<file path="src/rtl/assert_macros.svh">
// Assertion helpers shared by the RTL.
`ifndef ASSERT_MACROS_SVH
`define ASSERT_MACROS_SVH

// Condition holds at every clock edge out of reset.
`define ASSERT_ALWAYS(label, cond, msg) \
    label: assert property (@(posedge i_clk) disable iff (!i_rst_n) (cond)) else $error(msg);

// Same-cycle implication.
`define ASSERT_IMPL(label, ante, cons, msg) \
    label: assert property (@(posedge i_clk) disable iff (!i_rst_n) (ante) |-> (cons)) \
        else $error(msg);

// Next-cycle implication.
`define ASSERT_NEXT(label, ante, cons, msg) \
    label: assert property (@(posedge i_clk) disable iff (!i_rst_n) (ante) |=> (cons)) \
        else $error(msg);

`endif

</file>
<file path="src/rtl/fqwe_pkg.sv">
package fqwe_pkg;

    localparam int DEPTH_DEF      = 16;
    localparam int ELEM_WIDTH_DEF = 32;

    localparam int OP_W       = 3;
    localparam int VAL_W      = 32;
    localparam int ST_W       = 2;
    localparam int OUT_DATA_W = 40;
    localparam int OUT_PAD_W  = OUT_DATA_W - VAL_W - 1;

    typedef enum logic [OP_W-1:0] {
        OP_PUSH  = 3'd0,
        OP_POP   = 3'd1,
        OP_PEEK  = 3'd2,
        OP_ERASE = 3'd3,
        OP_QUERY = 3'd4
    } t_op;

    typedef enum logic [ST_W-1:0] {
        ST_OK    = 2'd0,
        ST_EMPTY = 2'd1,
        ST_FULL  = 2'd2
    } t_status;

endpackage

</file>
<file path="src/rtl/fifo_queue_with_erase.sv">
// Ordered queue of up to DEPTH words held in one synchronous RAM (one write
// and one read port, read data registered). Each request gives exactly one
// response. Push and query go from acceptance straight to S_RESP; pop and
// peek pass through S_READ for the RAM read first. Erase scans the RAM read
// port one entry per cycle from the front, then the entries behind the
// match are moved forward one per cycle, each move a read and a write-back.
// One request is in flight at a time; a new one is taken as soon as the
// previous response is in the output register.
module fifo_queue_with_erase
    import fqwe_pkg::*;
#(
    parameter int DEPTH      = DEPTH_DEF,
    parameter int ELEM_WIDTH = ELEM_WIDTH_DEF
) (
    input  logic                  i_clk,
    input  logic                  i_rst_n,
    input  logic                  i_s_axis_tvalid,
    output logic                  o_s_axis_tready,
    input  logic [VAL_W-1:0]      i_s_axis_tdata,  // [31:0] item_value
    input  logic [OP_W-1:0]       i_s_axis_tuser,  // [2:0] operation
    output logic                  o_m_axis_tvalid,
    input  logic                  i_m_axis_tready,
    output logic [OUT_DATA_W-1:0] o_m_axis_tdata,  // [31:0] result_value, [32] empty_flag, zero pad
    output logic [ST_W-1:0]       o_m_axis_tuser   // [1:0] status
);

    `include "assert_macros.svh"

    localparam int SW = (ELEM_WIDTH < VAL_W) ? ELEM_WIDTH : VAL_W;
    localparam int IW = $clog2(DEPTH);
    localparam int CW = $clog2(DEPTH + 1);

    typedef enum logic [2:0] {
        S_IDLE,
        S_READ,
        S_SCAN,
        S_SHIFT,
        S_RESP
    } t_state;

    t_state        r_state;
    t_op           r_op;
    logic [SW-1:0] r_val;
    logic [IW-1:0] r_head;
    logic [CW-1:0] r_count;
    logic [CW-1:0] r_idx;
    t_status       r_status;
    logic [SW-1:0] r_result;

    logic          r_out_valid;
    t_status       r_out_status;
    logic [SW-1:0] r_out_value;
    logic          r_out_empty;

    logic [SW-1:0] r_mem [DEPTH];
    logic [SW-1:0] r_rd_data;

    logic          mem_rd_en;
    logic [IW-1:0] mem_rd_addr;
    logic          mem_wr_en;
    logic [IW-1:0] mem_wr_addr;
    logic [SW-1:0] mem_wr_data;

    logic          s_accept;
    t_op           in_op;
    logic [SW-1:0] in_val;
    logic          q_full;
    logic          q_empty;
    logic          out_free;
    logic [CW-1:0] idx_p1;
    logic [CW-1:0] idx_p2;
    logic          rd_match;

    // slot of the entry at a given offset from the head
    function automatic logic [IW-1:0] slot_of(input logic [IW-1:0] head,
                                              input logic [CW-1:0] off);
        logic [CW:0] s;
        s = (CW + 1)'(head) + (CW + 1)'(off);
        if (s >= (CW + 1)'(DEPTH)) begin
            s = s - (CW + 1)'(DEPTH);
        end
        return s[IW-1:0];
    endfunction

    assign o_s_axis_tready = (r_state == S_IDLE);
    assign s_accept        = i_s_axis_tvalid && o_s_axis_tready;
    assign in_op           = t_op'(i_s_axis_tuser);
    assign in_val          = i_s_axis_tdata[SW-1:0];
    assign q_full          = (r_count == CW'(DEPTH));
    assign q_empty         = (r_count == '0);
    assign out_free        = !r_out_valid || i_m_axis_tready;
    assign idx_p1          = r_idx + CW'(1);
    assign idx_p2          = r_idx + CW'(2);
    assign rd_match        = (r_rd_data == r_val);

    assign o_m_axis_tvalid = r_out_valid;
    assign o_m_axis_tuser  = r_out_status;
    assign o_m_axis_tdata  = {OUT_PAD_W'(0), r_out_empty, VAL_W'(r_out_value)};

    always_comb begin
        mem_rd_en   = 1'b0;
        mem_rd_addr = r_head;
        mem_wr_en   = 1'b0;
        mem_wr_addr = slot_of(r_head, r_idx);
        mem_wr_data = r_rd_data;
        unique case (r_state)
            S_IDLE: begin
                if (s_accept) begin
                    unique case (in_op)
                        OP_PUSH: begin
                            mem_wr_en   = !q_full;
                            mem_wr_addr = slot_of(r_head, r_count);
                            mem_wr_data = in_val;
                        end
                        OP_POP, OP_PEEK, OP_ERASE: begin
                            mem_rd_en = !q_empty;
                        end
                        default: begin
                        end
                    endcase
                end
            end
            S_SCAN: begin
                mem_rd_en   = 1'b1;
                mem_rd_addr = slot_of(r_head, idx_p1);
            end
            S_SHIFT: begin
                // move entry idx+1 down to idx, fetch idx+2 for the next move
                mem_wr_en   = 1'b1;
                mem_rd_en   = 1'b1;
                mem_rd_addr = slot_of(r_head, idx_p2);
            end
            default: begin
            end
        endcase
    end

    always_ff @(posedge i_clk) begin
        if (mem_wr_en) begin
            r_mem[mem_wr_addr] <= mem_wr_data;
        end
        if (mem_rd_en) begin
            r_rd_data <= r_mem[mem_rd_addr];
        end
    end

    always_ff @(posedge i_clk) begin
        if (!i_rst_n) begin
            r_state     <= S_IDLE;
            r_head      <= '0;
            r_count     <= '0;
            r_out_valid <= 1'b0;
        end else begin
            // a response being loaded this cycle sets valid below instead
            if (r_out_valid && i_m_axis_tready && r_state != S_RESP) begin
                r_out_valid <= 1'b0;
            end
            unique case (r_state)
                S_IDLE: begin
                    if (s_accept) begin
                        r_op     <= in_op;
                        r_val    <= in_val;
                        r_idx    <= '0;
                        r_status <= ST_OK;
                        r_result <= '0;
                        r_state  <= S_RESP;
                        unique case (in_op)
                            OP_PUSH: begin
                                if (q_full) begin
                                    r_status <= ST_FULL;
                                end else begin
                                    r_count <= r_count + CW'(1);
                                end
                            end
                            OP_POP, OP_PEEK: begin
                                if (q_empty) begin
                                    r_status <= ST_EMPTY;
                                end else begin
                                    r_state <= S_READ;
                                end
                            end
                            OP_ERASE: begin
                                if (q_empty) begin
                                    r_status <= ST_EMPTY;
                                end else begin
                                    r_state <= S_SCAN;
                                end
                            end
                            default: begin
                            end
                        endcase
                    end
                end
                S_READ: begin
                    r_result <= r_rd_data;
                    if (r_op == OP_POP) begin
                        r_count <= r_count - CW'(1);
                        if (r_count == CW'(1) || r_head == IW'(DEPTH - 1)) begin
                            r_head <= '0;
                        end else begin
                            r_head <= r_head + IW'(1);
                        end
                    end
                    r_state <= S_RESP;
                end
                S_SCAN: begin
                    if (rd_match) begin
                        if (idx_p1 < r_count) begin
                            r_state <= S_SHIFT;
                        end else begin
                            // match was the last entry: nothing to close up
                            r_count <= r_count - CW'(1);
                            if (r_count == CW'(1)) begin
                                r_head <= '0;
                            end
                            r_state <= S_RESP;
                        end
                    end else if (idx_p1 == r_count) begin
                        r_status <= ST_EMPTY;
                        r_state  <= S_RESP;
                    end else begin
                        r_idx <= idx_p1;
                    end
                end
                S_SHIFT: begin
                    if (idx_p2 < r_count) begin
                        r_idx <= idx_p1;
                    end else begin
                        r_count <= r_count - CW'(1);
                        r_state <= S_RESP;
                    end
                end
                S_RESP: begin
                    if (out_free) begin
                        r_out_valid  <= 1'b1;
                        r_out_status <= r_status;
                        r_out_value  <= r_result;
                        r_out_empty  <= q_empty;
                        r_state      <= S_IDLE;
                    end
                end
                default: begin
                    r_state <= S_IDLE;
                end
            endcase
        end
    end

    `ASSERT_ALWAYS(a_count_bound, r_count <= CW'(DEPTH), "entry count above depth")
    `ASSERT_IMPL(a_head_when_empty, r_count == '0, r_head == '0, "head not reset on empty queue")
    `ASSERT_IMPL(a_shift_range, r_state == S_SHIFT, idx_p1 < r_count, "shift beyond occupied span")
    `ASSERT_NEXT(a_push_grows, s_accept && in_op == OP_PUSH && !q_full,
                 r_count == $past(r_count) + CW'(1), "push did not grow the queue")
    `ASSERT_IMPL(a_no_overlap, mem_rd_en && mem_wr_en, mem_rd_addr != mem_wr_addr,
                 "read and write of the same entry in one cycle")

endmodule

</file>
<file path="config.mk">
export PLATFORM = sky130hd
export DESIGN_NAME = fifo_queue_with_erase
export DESIGN_NICKNAME = d
export VERILOG_FILES = /design/src/rtl/fqwe_pkg.sv /design/src/rtl/fifo_queue_with_erase.sv
export VERILOG_INCLUDE_DIRS = /design/src /design/src/rtl
export SDC_FILE = /design/constraint.sdc
export NUM_CORES = 1
export LEC_CHECK = 0
export BUFFER_PORTS_ARGS = -buffer_cell sky130_fd_sc_hd__buf_2
export CELL_PAD_IN_SITES_DETAIL_PLACEMENT = 1
export CELL_PAD_IN_SITES_GLOBAL_PLACEMENT = 1
export CORE_MARGIN = 2
export CORE_UTILIZATION = 54
export DETAILED_ROUTE_END_ITERATION = 10
export GPL_ROUTABILITY_DRIVEN = 0
export PLACE_DENSITY_LB_ADDON = 0.1
export SYNTH_ARGS = -nofsm -noshare
export SYNTH_HDL_FRONTEND = slang
export SYNTH_SLANG_ARGS = --single-unit
</file>
<file path="constraint.sdc">
create_clock -name i_clk -period 4.8 [get_ports i_clk]
set_input_delay 0.48 -clock i_clk [delete_from_list [all_inputs] [get_ports i_clk]]
set_output_delay 0.48 -clock i_clk [all_outputs]
set_load 0.01 [all_outputs]
</file>
==> results of run 1 <==
[cell families (layout without fill, tap and decap cells)]
| logic type | count (synthesis) | in the layout | share of synthesized area |
|---|---|---|---|
| xor gates and xnor gates | 48 | 48 | 0.0161 |
| adders and majority gates | 29 | 29 | 0.0139 |
| DFF | 666 | 666 | 0.714 |
| AOI/OAI and AO/OA | 54 | 54 | 0.0126 |
| other | 1 | 7 | 0.000135 |
| muxes | 523 | 523 | 0.190 |
| buffers and inverters | 97 | 253 | 0.0216 |
| and+or+nand+nor | 151 | 151 | 0.0311 |
[per-stage QoR]
stage	setup slack [ns]	cells	hold WS (ns)
after floorplan	0.378	1575	0.400
after global placement	1.16	2287	0.401
after detailed placement	1.09	2287	0.406
after CTS	1.02	2411	0.0188
after global routing	0.797	2411	0.0394
final	1.04	2411	0.0579
[worst max-delay path, stage by stage (launching register included)]
cell      delay (ns)
dfxtp_1         0.65
nand3b_2        0.31
xnor2_1         0.25
ha_1            0.19
inv_1           0.06
fa_1            0.41
xor2_1          0.17
nor2_1          0.08
a21oi_4         0.25
buf_4           0.52
mux2i_1         0.20
mux2i_1         0.26
mux2i_1         0.11
[per-layer routing]
layer  wire (um)  share of wire
met4        1940          0.029
met5           0              0
met1       27600           0.42
met2       33300           0.50
met3        3220          0.049
[flip-flops by register name, indices dropped and copies added, names as in the netlist]
name	cells
r_out_value	32
r_mem	512
r_val	32
r_rd_data	32
r_out_empty	1
o_m_axis_tuser	2
r_idx	5
r_count	5
r_state	3
r_head	4
r_status	2
r_op	3
o_m_axis_tvalid	1
r_result	32
[power by group]
group	total [mW]	internal [mW]	switching [mW]
combinational	0.317	0.0980	0.219
clock	5.18	2.98	2.20
sequential	6.45	6.42	0.0331
total	11.9	9.49	2.46
[final timing paths]
kind / from / endpoint / slack (ns) / cells after the start
worst max-delay path: r_state[1] / r_rd_data[7] / 1.04 / 12
worst min register to register: r_result[18] / r_out_value[18] / 0.42 / 0
worst max register to register: r_state[1] / r_rd_data[7] / 1.04 / 12
worst min-delay path: i_s_axis_tdata[18] / r_val[18] / 0.06 / 1
[placed cells by master, fill, tap and decap left out, drive strengths merged, types with 12 or more instances in the layout]
cell,synthesis,layout
nor2,22,22
edfxtp,653,653
nand3,12,12
xnor2,41,41
and2,36,36
clkinv,0,28
mux2,33,33
ha,26,26
inv,19,21
nand2,21,21
mux2i,490,490
a21oi,20,20
dfxtp,13,13
nor3,25,25
clkbuf,9,90
buf,69,110
[final cells by class]
type,instances,area [um2],area share
well taps,680,851,0.0273
multi-input cells,812,7520,0.241
clock inverters,34,260,0.00834
clock buffers,90,1910,0.0613
flip-flops and latches,666,19900,0.637
repair buffers,110,701,0.0225
inverters,19,71.3,0.00229
==> results.cfg, run 1 <==
[grt]
grt_pass1_vias = 15100
use_met2 = 0.432
gr-total-overflow = 0
grt_max_degree = 85
antenna_found_initial = 1
track_usage = 0.253
grt_util_met3 = 0.0371
busiest_layer = met2
use_met1 = 0.330
grt_first_pass_wirelength_mm = 97.0

[final_layout]
nFillCells = 4458
n_antenna_cell = 0
fin_util = 0.610
syn2layout_area_growth_pct = 12.1
drive_above_1_share = 0.140
fin_area_um2 = 31200
final_nets = 1748

[floorplanning]
coreArea_um2 = 51100
die-area_um2 = 53300
die_w_um = 231
initial_core_util = 0.544
dieHeight_um = 231
io_pins = 83
rows = 83

[hold_path]
min_path_type = in2reg

[timing]
timing.final.crit_share = 0.784
rsz0062_at_grt = no
tightest_slew_ns = 1.23
slew_violations = 0
hold_viol = 0
period_needed_ns = 3.76
setup_viol = 0
fmaxAchievable_mhz = 266
tns_ns = 0
maxSlewHeadroom = 0.171
clock_skew_ns = 0.0155

[clock_network]
numCtsBuffers = 71
clockBufferDepth = 3
clk_pin_slew_worst_paths_ns = 0.06
ctsRootBufferMaster = clkbuf_16
ctsHoldBuffers = 0
cts_setup_buffers = 0
cts_sinks = 666
cts_resized = 0
clock_latency_ns = 0.61
h-tree-depth = 3
cts_tree = yes

[route]
vias = 14200
vias_per_cell = 5.87
routed_wl_mm = 66.1
drc = 0
wire_per_inst_um = 27.4
drt_iter0_drc = 985
dr.pass1.iters = 6
ant_nets = 0

[run_status]
status = completed

[logic_synthesis]
synth_most_common_cell = edfxtp_1
ys_ff_latch = 666
ys.flop_type = edfxtp_1
async_reset_ff_frac = 0
yosysTopAreaCellShare = 0.705
yosys.area.top_type = edfxtp_1
ys_top_cells_by_area = edfxtp_1 70%, mux2i_1 18%, xnor2_1 1.3%
ys_seq_area_frac = 0.714
yosys.cell_types.count = 62
synthCells = 1569
synth_common_cells = 653 x edfxtp_1, 488 x mux2i_1, 45 x buf_4
synth_edf_count = 653
syn-mean-instance-area_um2 = 17.7
yosysWarnings = 0
syn_area_um2 = 27800

[worst_setup_path]
critPathKind = reg2reg
cp-start-kind = flop
path_max_fanout = 28
critPathArrivalTime_ns = 4.11
cp.required_ns = 5.15
end_kind = flop

[placed_design]
dp_hpwl_mm = 36.7
post_dp_cell_area_um2 = 29000
io_buffers = 75

[power_and_ir_drop]
power_mw = 11.9
p_per_area_nw_per_um2 = 383
irDropWorstVdd_mv = 0.308
p_leak_nw = 13.5

[flow_run]
drv_cap = 0
Power figures use the tool's default switching activity.
==> run 2, diff against run 1 <==
- CORE_UTILIZATION: 54 -> 49
- clock period: 4.8 -> 3.1 ns (I/O delays scaled with it)
==> run 2 against run 1 <==
Net effect: register-to-register slack got worse by 0.93 ns; sequential cell count unchanged; clock power increased by 53%; combinational power increased by 89%; die area increased by 10%; hold slack improved by 0.033 ns; first-iteration DRC count decreased by 12%; non-clock buffer count increased by 110; largest power group unchanged.
==> results.cfg, run 2 (same netlist as run 1, synthesis figures left out) <==
[run_status]
status = completed

[power_and_ir_drop]
netSwitchingFraction = 0.208
p_per_area_nw_per_um2 = 560
pwr-share-comb = 0.032
power.net_switching_mw = 3.85
power.internal_mw = 14.7
seq_power_share = 0.538
p_leak_nw = 14.3
irDropWorstVdd_mv = 0.510
p_clk_frac = 0.429
power_mw = 18.5

[grt]
grt_max_degree = 73
grt_first_pass_wirelength_mm = 102
antenna_found_initial = 3
track_usage = 0.237
grt_pass1_vias = 15400
gr-total-overflow = 0

[worst_setup_path]
worst_path_largest_cell_delay_ns = 0.48
cp-start-kind = flop
path_max_fanout = 8
cp.required_ns = 3.44
cpMaxStageDelayCell = edfxtp_1
critPathArrivalTime_ns = 3.34
critPathKind = reg2reg
cp_common_cell = mux2i_1
path_cells = inv_1 -> xnor2_2 -> ha_1 -> inv_1 -> fa_1 -> xor2_1 -> nor2_2 -> a21oi_4 -> buf_12 -> buf_4 -> clkbuf_16 -> buf_4 -> mux2i_1 -> mux2i_1 -> mux2i_1
end_kind = flop

[clock_network]
numCtsBuffers = 71
ctsRootBufferMaster = clkbuf_16
clockBufferDepth = 3
cts_tree = yes
cts_sinks = 666
h-tree-depth = 3
clk_pin_slew_worst_paths_ns = 0.06
clock_latency_ns = 0.62

[final_layout]
largest_register = r_mem
stdcell_count = 2597
final_nets = 1858
multiInputGateArea_um2 = 7740
nFillCells = 4940
final_cell_mix = 653 x edfxtp_1, 481 x mux2i_1, 83 x clkbuf_16
largest_register_ffs = 512
seqCellArea_um2 = 19900
layout_commonest_cell = edfxtp_1
drive_above_1_share = 0.180
syn2layout_area_growth_pct = 18.9

[route]
wire_per_inst_um = 27.2
vias_per_cell = 5.61
drt-met1-wl_mm = 30.9
topRoutingLayerUsed = met5
routed_wl_mm = 70.6
drc = 0
ant_nets = 0
dr_wl_met3_mm = 2.97
drt_iter0_drc = 871
vias = 14600
dr.pass1.iters = 5
met2WireLength_mm = 35.0

[floorplanning]
io_pins = 83
coreArea_um2 = 56300
rows = 87
dieHeight_um = 242
die_w_um = 242
die-area_um2 = 58700
initial_core_util = 0.494

[timing]
period_needed_ns = 3.00
timing.final.crit_share = 0.967
fmaxAchievable_mhz = 334
tightest_slew_ns = 0.676
setup_viol = 0
rsz0062_at_grt = yes
maxSlewHeadroom = 0.543
hold_viol = 0
clock_skew_ns = 0.0172
slew_violations = 0

[placed_design]
dpl.cell_count = 2415
io_buffers = 75
dp_hpwl_mm = 40.7

[hold_path]
min_path_type = in2reg

[flow_run]
drv_cap = 0
[run 2: changes by cell type in the layout (fill, tap and decap cells not counted), sizes merged]
cell / before / now
inv: 21 / 23
buf: 110 / 176
diode: 0 / 1
clkinvlp: 1 / 3
dlygate4sd3: 0 / 35
clkinv: 28 / 25
clkbuf: 90 / 98
bufinv: 3 / 2
[run 2: critical path, delay by kind of cell (launching register included)]
| family | cells | cell delay, ns |
|---|---|---|
| adders and majority gates | 2 | 0.60 |
| and+or+nand+nor | 1 | 0.13 |
| xor gates and xnor gates | 2 | 0.29 |
| buffers and inverters | 6 | 0.81 |
| muxes | 3 | 0.38 |
| DFF | 1 | 0.48 |
| AOI/OAI and AO/OA | 1 | 0.05 |
[run 2: final timing paths]
kind                      to  slack, ns       startpoint  cells past startpoint
min reg2reg  r_out_value[26]       0.42     r_result[26]                      0
max             r_rd_data[0]       0.10         r_idx[0]                     15
min          o_m_axis_tvalid       0.09  i_m_axis_tready                      4
max reg2reg     r_rd_data[0]       0.10         r_idx[0]                     15
[run 2: cell type report]
| type | count | area share |
|---|---|---|
| repair buffers | 220 | 0.0698 |
| clock inverters | 34 | 0.00722 |
| clock buffers | 89 | 0.0577 |
| diodes | 1 | 0.0000756 |
| flip-flops and latches | 666 | 0.601 |
| multi-input cells | 812 | 0.234 |
| well taps | 756 | 0.0286 |
| inverters | 19 | 0.00216 |
[run 2: routing by layer]
layer / global-route usage / vias to the layer above
li1: - / 6529
met1: 0.315 / 7611
met2: 0.401 / 310
met3: 0.0371 / 105
met4: 0.0797 / 2
met5: 0 / -
[run 2: timing repair]
item / 4_1_cts / 5_1_grt
setup buffers: 1 / 13
cloned: 0 / 9
resized for setup: 1 / 28
setup endpoints to repair: 2 / 295
hold buffers: 35 / 0
endpoints found under the hold margin: 35 / 0
pin swaps: 0 / 3
[run 2: stage by stage]
stage	instance area [um2]	worst slack (ns)	hold WS, ns	TNS [ns]	util
floorplan	27900	-0.411	0.400	-118.05	-
global placement	30100	0.0708	0.403	0	0.534
detailed placement	30100	0.0123	0.407	0	0.534
CTS	32600	0.000333	0.0591	0	0.579
global route	33100	-0.0549	0.0976	-0.442	0.588
finish	33100	0.104	0.0905	0	0.588
[run 2: power groups by stage]
| stage | registers [mW] | clock network [mW] | logic, mW |
|---|---|---|---|
| after CTS | 9.98 | 8.09 | 0.588 |
| after global placement | 10.2 | 0 | 0.535 |
| after global routing | 9.98 | 8.45 | 0.653 |
| after detailed placement | 10.2 | 0 | 0.548 |
| final | 9.98 | 7.95 | 0.600 |
| after floorplan | 10.2 | 0 | 0.291 |
==> run 3, diff against run 2 <==
- CORE_MARGIN: 2 -> unset
- CTS_CLUSTER_SIZE: unset -> 24
==> run 3 against run 2 <==
Net effect: utilization grew 0.68 points; via count grew 0.58%; count of clock-buffer cells in the layout shrank 2; die area shrank 1.6%; clock skew grew 0.0021 ns; combinational power grew 2%; sequential cell count is the same; cell count grew 0.42%; critical path type unchanged; largest cell class unchanged.
==> results.cfg, run 3 (same netlist as run 1, synthesis figures left out) <==
[worst_setup_path]
path_max_fanout = 6
cp-start-kind = flop
critPathKind = reg2reg
worst-path-buf-inv = 4
worst_path_largest_cell_delay_ns = 0.39
end_kind = flop
critPathArrivalTime_ns = 3.47
cpMaxStageDelayCell = edfxtp_1
path_delay_family = buffers and inverters
cp.required_ns = 3.55
path_cells = buf_4 -> ha_4 -> xnor2_2 -> a21oi_2 -> ha_1 -> xor2_2 -> nor2_2 -> a21oi_4 -> buf_6 -> buf_12 -> buf_12 -> mux2i_2 -> mux2i_1 -> mux2i_1

[power_and_ir_drop]
pwr-share-comb = 0.033
p_per_area_nw_per_um2 = 569
p_leak_nw = 14.4
p_clk_frac = 0.437
irDropWorstVdd_mv = 0.443
power.net_switching_mw = 3.85
seq_power_share = 0.530
power.internal_mw = 15.0
netSwitchingFraction = 0.205

[timing]
slew_violations = 0
maxSlewHeadroom = 0.443
clock_skew_ns = 0.0193
tightest_slew_ns = 0.836
fmaxAchievable_mhz = 331
setup_viol = 0
hold_viol = 0
worst_slack_ns = 0.0747
timing.final.crit_share = 0.976
period_needed_ns = 3.03

[run_status]
status = completed

[clock_network]
cts_sinks = 666
clk_pin_slew_worst_paths_ns = 0.06
numCtsBuffers = 70
clockBufferDepth = 3
ctsRootBufferMaster = clkbuf_16
h-tree-depth = 3
clock_latency_ns = 0.61
cts_tree = yes

[final_layout]
largest_register_ffs = 512
syn2layout_area_growth_pct = 18.9
drive_above_1_share = 0.191
nFillCells = 4922
final_nets = 1873
fin_util = 0.595
final_cell_mix = 653 x edfxtp_1, 482 x mux2i_1, 75 x buf_2, 75 x buf_4, 74 x clkbuf_16
largest_register = r_mem
layout_commonest_cell = edfxtp_1

[placed_design]
dp_hpwl_mm = 42.8
io_buffers = 75
dp_slack_ns = 0.00353

[route]
routed_wl_mm = 70.1
drt_iter0_drc = 957
ant_nets = 0
vias = 14600
vias_per_cell = 5.61
wire_per_inst_um = 26.9
dr.pass1.iters = 5
drc = 0

[grt]
gr-total-overflow = 0
grt_first_pass_wirelength_mm = 102
antenna_found_initial = 1
grt_pass1_vias = 15500
grt_max_degree = 45
track_usage = 0.245

[hold_path]
min_path_type = in2reg

[floorplanning]
die-area_um2 = 57700
die_w_um = 240
io_pins = 83
dieHeight_um = 240
rows = 86
coreArea_um2 = 55600
initial_core_util = 0.500

[flow_run]
drv_cap = 0
## run 3: routing by layer
metal | part of all wire | global-route usage | vias to the layer above | wire length [um]
li1 | - | - | 6572 | -
met1 | 0.44 | 0.329 | 7662 | 30900
met2 | 0.50 | 0.420 | 311 | 35200
met3 | 0.037 | 0.0343 | 96 | 2610
met4 | 0.020 | 0.0591 | 0 | 1380
met5 | 0 | 0 | - | 0
## run 3: worst min-delay path, stage by stage
cell     delay, ns
buf_2         0.08
nor2b_1       0.08
a21oi_1       0.12
nor2_1        0.05
## run 3: layout make-up
| type | instances | area (um2) | area share |
|---|---|---|---|
| Clock buffer | 87 | 1840 | 0.0555 |
| Sequential cell | 666 | 19900 | 0.601 |
| Inverter | 19 | 71.3 | 0.00216 |
| Multi-Input combinational cell | 812 | 7730 | 0.234 |
| Antenna cell | 1 | 2.50 | 0.0000757 |
| Tap cell | 748 | 936 | 0.0283 |
| Timing Repair Buffer | 236 | 2240 | 0.0676 |
| Clock inverter | 39 | 393 | 0.0119 |
## run 3: final timing paths
path	start	to	slack [ns]	cells past startpoint
worst max-delay path	r_idx[0]	r_rd_data[30]	0.07	14
worst min-delay path	i_m_axis_tready	o_m_axis_tvalid	0.08	4
worst max register to register	r_idx[0]	r_rd_data[30]	0.07	14
worst min register to register	r_result[31]	r_out_value[31]	0.41	0
## run 3: stage by stage
step	total power, mW	hold slack, ns	cells	area [um2]	TNS, ns
finish	18.8	0.0794	2608	33100	0
global route	19.3	0.128	2607	33100	-0.321
CTS	19.0	0.0600	2594	32700	0
detailed placement	10.7	0.406	2433	30200	0
global placement	10.7	0.402	2433	30200	0
floorplan	10.5	0.400	1575	27900	-118.05
## run 3: power groups by stage
stage | Combinational [mW] | Clock, mW | Sequential, mW
2_1_floorplan | 0.291 | 0 | 10.2
5_1_grt | 0.661 | 8.65 | 9.98
4_1_cts | 0.598 | 8.38 | 9.98
6_report | 0.614 | 8.22 | 9.98
3_5_place_dp | 0.560 | 0 | 10.2
3_3_place_gp | 0.545 | 0 | 10.2
## run 3: what timing repair did
action	CTS	global route
buffers inserted	0	9
endpoints found under the setup margin	4	549
gates cloned	0	4
hold buffers	35	0
pin swaps	0	5
resized for setup	3	36
endpoints found under the hold margin	35	0
